`src/rtl/core/smpq_pkg.sv`:
```
// Shared types and constants of the sorted max-priority queue.
package smpq_pkg;

  // Store size and value range
  localparam int unsigned CapacityDef = 128;
  localparam int unsigned ValueW      = 10;
  localparam int unsigned OpW         = 2;
  localparam int unsigned StatusW     = 2;

  localparam logic [ValueW-1:0] ValueMin = 10'd1;
  localparam logic [ValueW-1:0] ValueMax = 10'd1000;

  // Request opcodes; the fourth code is reserved and answers as invalid
  typedef enum logic [OpW-1:0] {
    OpInsert = 2'd0,
    OpDelete = 2'd1,
    OpClear  = 2'd2
  } opcode_e;

  // Result status codes
  typedef enum logic [StatusW-1:0] {
    StOk      = 2'd0,
    StFull    = 2'd1,
    StEmpty   = 2'd2,
    StInvalid = 2'd3
  } status_e;

  // Per-cycle command broadcast to every cell
  typedef struct packed {
    logic ins;
    logic del;
    logic clr;
  } smpq_cmd_t;

endpackage

```
`src/rtl/core/smpq_cell.sv`:
```
// One slot of the sorted chain: holds a value and trades with its neighbors.
module smpq_cell (
  input  logic                              clk_i,
  input  logic                              rst_ni,
  input  smpq_pkg::smpq_cmd_t               cmd_i,
  input  logic [smpq_pkg::ValueW-1:0]       ins_value_i,
  input  logic                              above_ge_i,
  input  logic [smpq_pkg::ValueW-1:0]       above_value_i,
  input  logic [smpq_pkg::ValueW-1:0]       below_value_i,
  output logic                              ge_o,
  output logic [smpq_pkg::ValueW-1:0]       value_o
);

  logic [smpq_pkg::ValueW-1:0] value_q, value_d;

  // Keep our slot if it holds a value at least as large as the new one
  assign ge_o    = (value_q >= ins_value_i);
  assign value_o = value_q;

  // Pick the next slot content: clear, shift up on delete, shift down on insert
  always_comb begin
    value_d = value_q;
    priority if (cmd_i.clr) begin
      value_d = '0;
    end else if (cmd_i.del) begin
      value_d = below_value_i;
    end else if (cmd_i.ins && !ge_o) begin
      value_d = above_ge_i ? ins_value_i : above_value_i;
    end else begin
      value_d = value_q;
    end
  end

  always_ff @(posedge clk_i or negedge rst_ni) begin
    if (!rst_ni) begin
      value_q <= '0;
    end else begin
      value_q <= value_d;
    end
  end

endmodule

```
`src/rtl/core/sorted_max_priority_queue.sv`:
```
// Top level of the sorted max-priority queue built from a chain of slot cells.
//
//   channel   direction  handshake                   payload
//   request   in         in_valid_i / in_stall_o     opcode_i, value_i
//   result    out        out_valid_o / out_stall_i   status_o, removed_value_o, item_count_o
//
// On each request every cell compares the new value with its own and its upper
// neighbor's in parallel, then the whole chain shifts at once.
// One request can be taken per cycle; the result register holds one result and
// a request is stalled only while that result waits and the output is stalled.
// Reset clears every cell and the count at once; no sweep is needed.
module sorted_max_priority_queue #(
  parameter int unsigned CAPACITY = smpq_pkg::CapacityDef,
  localparam int unsigned CntW    = $clog2(CAPACITY + 1)
) (
  input  logic                                clk_i,
  input  logic                                rst_ni,
  input  logic                                in_valid_i,
  output logic                                in_stall_o,
  input  logic [smpq_pkg::OpW-1:0]            opcode_i,
  input  logic [smpq_pkg::ValueW-1:0]         value_i,
  output logic                                out_valid_o,
  input  logic                                out_stall_i,
  output logic [smpq_pkg::StatusW-1:0]        status_o,
  output logic [smpq_pkg::ValueW-1:0]         removed_value_o,
  output logic [CntW-1:0]                     item_count_o
);

  logic                         accept;
  logic [CntW-1:0]              count_q, count_d;
  logic                         out_valid_q;
  smpq_pkg::status_e            status_q, status_d;
  logic [smpq_pkg::ValueW-1:0]  removed_q, removed_d;
  smpq_pkg::smpq_cmd_t          cmd;
  logic                         full, empty, value_ok;

  logic [smpq_pkg::ValueW-1:0]  vals [CAPACITY];
  logic                         ges  [CAPACITY];

  // Stall requests only while a result waits on a stalled output
  assign in_stall_o = out_valid_q && out_stall_i;
  assign accept     = in_valid_i && !in_stall_o;

  assign full     = (count_q == CntW'(CAPACITY));
  assign empty    = (count_q == '0);
  assign value_ok = (value_i >= smpq_pkg::ValueMin) && (value_i <= smpq_pkg::ValueMax);

  // Decode the request into a chain command, status and new count
  always_comb begin
    cmd       = '0;
    status_d  = smpq_pkg::StInvalid;
    removed_d = '0;
    count_d   = count_q;
    unique case (smpq_pkg::opcode_e'(opcode_i))
      smpq_pkg::OpInsert: begin
        priority if (full) begin
          status_d = smpq_pkg::StFull;
        end else if (!value_ok) begin
          status_d = smpq_pkg::StInvalid;
        end else begin
          status_d = smpq_pkg::StOk;
          cmd.ins  = accept;
          count_d  = count_q + CntW'(1);
        end
      end
      smpq_pkg::OpDelete: begin
        if (empty) begin
          status_d = smpq_pkg::StEmpty;
        end else begin
          status_d  = smpq_pkg::StOk;
          removed_d = vals[0];
          cmd.del   = accept;
          count_d   = count_q - CntW'(1);
        end
      end
      smpq_pkg::OpClear: begin
        status_d = smpq_pkg::StOk;
        cmd.clr  = accept;
        count_d  = '0;
      end
      default: begin
        status_d = smpq_pkg::StInvalid;
      end
    endcase
  end

  // Build the chain of slots, head at index zero
  for (genvar i = 0; i < CAPACITY; i++) begin : g_cell
    logic                        above_ge;
    logic [smpq_pkg::ValueW-1:0] above_value;
    logic [smpq_pkg::ValueW-1:0] below_value;

    if (i == 0) begin : g_head
      assign above_ge    = 1'b1;
      assign above_value = '0;
    end else begin : g_mid
      assign above_ge    = ges[i-1];
      assign above_value = vals[i-1];
    end

    if (i == CAPACITY - 1) begin : g_tail
      assign below_value = '0;
    end else begin : g_body
      assign below_value = vals[i+1];
    end

    smpq_cell u_cell (
      .clk_i         (clk_i),
      .rst_ni        (rst_ni),
      .cmd_i         (cmd),
      .ins_value_i   (value_i),
      .above_ge_i    (above_ge),
      .above_value_i (above_value),
      .below_value_i (below_value),
      .ge_o          (ges[i]),
      .value_o       (vals[i])
    );
  end

  // Advance the count and the valid flag
  always_ff @(posedge clk_i or negedge rst_ni) begin
    if (!rst_ni) begin
      count_q     <= '0;
      out_valid_q <= 1'b0;
    end else begin
      if (accept) begin
        count_q     <= count_d;
        out_valid_q <= 1'b1;
      end else if (!out_stall_i) begin
        out_valid_q <= 1'b0;
      end
    end
  end

  // Capture the result payload on each accepted request
  always_ff @(posedge clk_i) begin
    if (accept) begin
      status_q  <= status_d;
      removed_q <= removed_d;
    end
  end

  assign out_valid_o     = out_valid_q;
  assign status_o        = status_q;
  assign removed_value_o = removed_q;
  assign item_count_o    = count_q;

  // Count never passes the capacity
  a_count_bound: assert property (@(posedge clk_i) disable iff (!rst_ni)
    count_q <= CntW'(CAPACITY))
    else $error("count exceeds capacity");

  // Head of the chain is never smaller than its neighbor
  a_head_order: assert property (@(posedge clk_i) disable iff (!rst_ni)
    vals[0] >= vals[1])
    else $error("chain out of order at head");

  // An empty store holds nothing at the head
  a_empty_head: assert property (@(posedge clk_i) disable iff (!rst_ni)
    (count_q == '0) |-> (vals[0] == '0))
    else $error("empty store with nonzero head");

  // A successful delete returns the old head
  a_delete_head: assert property (@(posedge clk_i) disable iff (!rst_ni)
    (accept && cmd.del) |=> (removed_q == $past(vals[0])))
    else $error("delete returned wrong value");

endmodule
```
`config.mk`:
```
export PLATFORM = sky130hd
export DESIGN_NAME = sorted_max_priority_queue
export DESIGN_NICKNAME = d
export VERILOG_FILES = /design/src/rtl/core/smpq_pkg.sv /design/src/rtl/core/smpq_cell.sv /design/src/rtl/core/sorted_max_priority_queue.sv
export SDC_FILE = /design/constraint.sdc
export NUM_CORES = 2
export LEC_CHECK = 0
export BUFFER_PORTS_ARGS = -buffer_cell sky130_fd_sc_hd__buf_2
export CAP_MARGIN = 20
export CORE_MARGIN = 4
export CORE_UTILIZATION = 53
export CTS_BUF_LIST = sky130_fd_sc_hd__clkbuf_4 sky130_fd_sc_hd__clkbuf_8 sky130_fd_sc_hd__clkbuf_16
export DETAILED_ROUTE_END_ITERATION = 16
export GPL_ROUTABILITY_DRIVEN = 1
export HOLD_SLACK_MARGIN = 0.06
export MAX_ROUTING_LAYER = met4
export PLACE_DENSITY = 0.68
export SLEW_MARGIN = 30
export SYNTH_ARGS = -nofsm -noshare
export SYNTH_HDL_FRONTEND = slang
export SYNTH_SLANG_ARGS = --single-unit
export TNS_END_PERCENT = 30
```
`constraint.sdc`:
```
create_clock -name clk_i -period 7.15 [get_ports clk_i]
set_input_delay 0.3575 -clock clk_i [delete_from_list [all_inputs] [get_ports clk_i]]
set_output_delay 0.3575 -clock clk_i [all_outputs]
set_load 0.02 [all_outputs]
```
==> results_dict.tcl <==
set metrics [dict create \
    yosysUniqueCellTypes 60 \
    layout.nets 13000 \
    max_freq_mhz 230 \
    die_h_um 459 \
    maxCapViolCount 0 \
    drt_iter0_markers 12200 \
    async_reset_ff_frac 0.991 \
    leakagePower_nw 46.4 \
    vias 105000 \
    multiInputGateArea_sq_um 70100 \
    htreeDepth 4 \
    synth_top_cell_by_area "dfrtp_1" \
    dpl.hpwl_um 223000 \
    finalNonFillerCells 14500 \
    combinationalPowerShare 0.496 \
    drive_gt1_frac 0.0953 \
    synth_area_per_cell_sq_um 8.62 \
    synth_warnings 0 \
    overflow 0 \
    die_x_um 459 \
    intPower_mw 26.3 \
    p_per_area_nw_per_um2 437 \
    clkTransAtPathRegs_ns 0.07 \
    grt_max_degree 264 \
    power.switching_mw 23.9 \
    grt_pass1_wl_um 573000 \
    cts.repair.resized 0 \
    root_buffer "clkbuf_16" \
    antenna_left 0 \
    cts_hold_buf 16 \
    die-area_sq_um 211000 \
    track_usage 0.338 \
    core_area_sq_um 202000 \
    netlist_area_sq_um 108000 \
    slew_violations 0 \
    slew_headroom 0.215 \
    critPathMaxFanout 80 \
    netlist_instances 12500 \
    numPortBuffers 37 \
    preCtsSetupSlack_ns 2.74 \
    fin_crit_ns 4.35 \
    wirelength_um 359000 \
    synth_top_cells_by_area "dfrtp_1 30%, ha_1 15%, o31ai_1 8.7%, a211oi_1 8.6%, o21ai_0 7.8%" \
    rsz0062_at_grt "false" \
    yosysTopAreaCellShare 0.299 \
    worstPathRequired_ns 7.88 \
    status "finished clean" \
    row_count 165 \
    wire_per_inst_um 24.7 \
    ys_ff_latch 1301 \
    clock_path_buffers 3 \
    synth-edff-count 12 \
    grt_antenna_before_repair 1 \
    drt_pass1_iterations 8 \
    hold_class "in -> async" \
    tns_ns 0 \
    numCtsBuffers 161 \
    syn_nets 13800 \
    io_pins 38 \
    layout_commonest_cell "o21ai_0" \
    sw_frac_of_total 0.476 \
    r2r_end "g_cell[36].u_cell.value_o[2]" \
    cp.arrival_ns 5.08 \
    finalHoldViolations 0 \
    fill_cells 17700 \
    dp.cells 14200 \
    cts_setup_buffers 0 \
    reg2reg_from "item_count_o[0]" \
    cts_tree "done" \
    grt_pass1_vias 101000 \
    worst_pin_slew_ns 1.18 \
    final-setup-viol-count 0 \
    path_class "in -> reg" \
    clock_power_share 0.177 \
    seqCellArea_sq_um 32600 \
    reg2reg_depth 8 \
    syn_to_final_growth_pct 6.69 \
    drc_errors 0 \
    p_seq_frac 0.328 \
    finalCritPeriodShare 0.609 \
    insertion_delay_ns 0.82 \
    synth-main-ff-cell "dfrtp_1" \
    yosysSeqAreaShare 0.303 \
    cts_sinks 1301 \
    r2r_setup_slack_ns 3.07 \
    gp_congestion 0.923 \
    finalClockSkew_ns 0.0293 \
    peakVddDrop_mv 0.293 \
    via_per_inst 7.23 \
    setup_ws_ns 2.80 \
    initial_core_util 0.533 \
    layout_common_cells "1673 x o21ai_0, 1290 x ha_1, 1289 x dfrtp_1, 1253 x nand3_1, 1244 x o31ai_1" \
    worst_setup_path_end_kind "flip-flop" \
    cp-start-kind "primary input" \
]
## cell type report
| class | instances | share of cell area |
|---|---|---|
| multi-input combinational | 9802 | 0.610 |
| sequential | 1301 | 0.284 |
| clock buffer | 256 | 0.0452 |
| tap | 2672 | 0.0291 |
| timing repair buffer | 175 | 0.0182 |
| inverter | 269 | 0.00937 |
| clock inverter | 40 | 0.00469 |
| antenna | 2 | 0.0000435 |
## synth_stat cells, drive strengths merged, types with 129 or more instances
| cell type | count |
|---|---|
| buf | 220 |
| dfrtp | 1289 |
| nand4 | 129 |
| nand2b | 129 |
| nor2 | 284 |
| a211oi | 1229 |
| o21ai | 1798 |
| ha | 1290 |
| a21oi | 391 |
| clkbuf | 913 |
| nor3 | 1244 |
| inv | 262 |
| mux2 | 153 |
| o31ai | 1244 |
| nand3 | 1254 |
## power by group through the flow
| stage | Sequential (mW) | Combinational (mW) | Clock (mW) |
|---|---|---|---|
| 3_3_place_gp | 16.2 | 23.0 | 0 |
| 2_1_floorplan | 13.8 | 19.8 | 0 |
| 6_report | 16.5 | 24.9 | 8.88 |
| 3_5_place_dp | 16.3 | 24.2 | 0 |
| 4_1_cts | 16.2 | 24.4 | 8.99 |
| 5_1_grt | 16.8 | 28.1 | 9.28 |
## kinds of logic after synthesis
group,synth area share
AO/OA/AOI/OAI,0.326
AND/OR/NAND/NOR,0.152
buffers and inverters,0.0524
flip-flops,0.303
adder cells (fa/ha/maj),0.150
multiplexers,0.0160
XOR/XNOR,0.000488
## worst max-delay path: stages
cell and delay [ns]:
dlygate4sd3_1 0.56, buf_2 0.24, inv_8 0.60, buf_12 0.51
ha_1 0.34, a2111oi_0 0.50, o21ai_0 0.23, a21oi_1 0.67
or2_2 0.39, mux2_2 0.37, o31ai_1 0.23
## metrics by stage
| step | hold WS (ns) | cell area (sq um) | power [mW] | util |
|---|---|---|---|---|
| 6_report | 0.182 | 115000 | 50.2 | 0.569 |
| 5_1_grt | 0.227 | 115000 | 54.2 | 0.569 |
| 4_1_cts | 0.173 | 114000 | 49.6 | 0.566 |
| 3_5_place_dp | 0.445 | 108000 | 40.5 | 0.537 |
| 3_3_place_gp | 0.427 | 108000 | 39.2 | 0.536 |
| 2_1_floorplan | 0.0619 | 108000 | 33.7 | - |
## routing by layer
metal	track usage	vias up	wire length [um]
met5	-	-	0
met4	0.128	0	13600
met3	0.0462	1112	29100
met2	0.508	5229	161000
met1	0.465	51100	155000
li1	-	47600	-
## worst max path at each step
stage | cells after the start | from | to | slack (ns)
3_3_place_gp | 10 | value_i[7] | g_cell[44].u_cell.value_o[0] | 2.79
6_report | 11 | value_i[5] | g_cell[66].u_cell.value_o[0] | 2.80
2_1_floorplan | 11 | value_i[5] | g_cell[4].u_cell.value_o[0] | 0.76
5_1_grt | 11 | value_i[5] | g_cell[107].u_cell.value_o[0] | 2.62
4_1_cts | 11 | value_i[5] | g_cell[48].u_cell.value_o[0] | 2.96
3_5_place_dp | 10 | value_i[5] | g_cell[40].u_cell.value_o[0] | 2.74
## sequential cells by signal, summed over array words and instances, names as in the netlist
signal and count:
item_count_o 8, out_valid_o 1, status_o 2, g_cell.u_cell.value_o 1280
removed_value_o 10
Note: power is estimated with default switching activity, not from simulation.
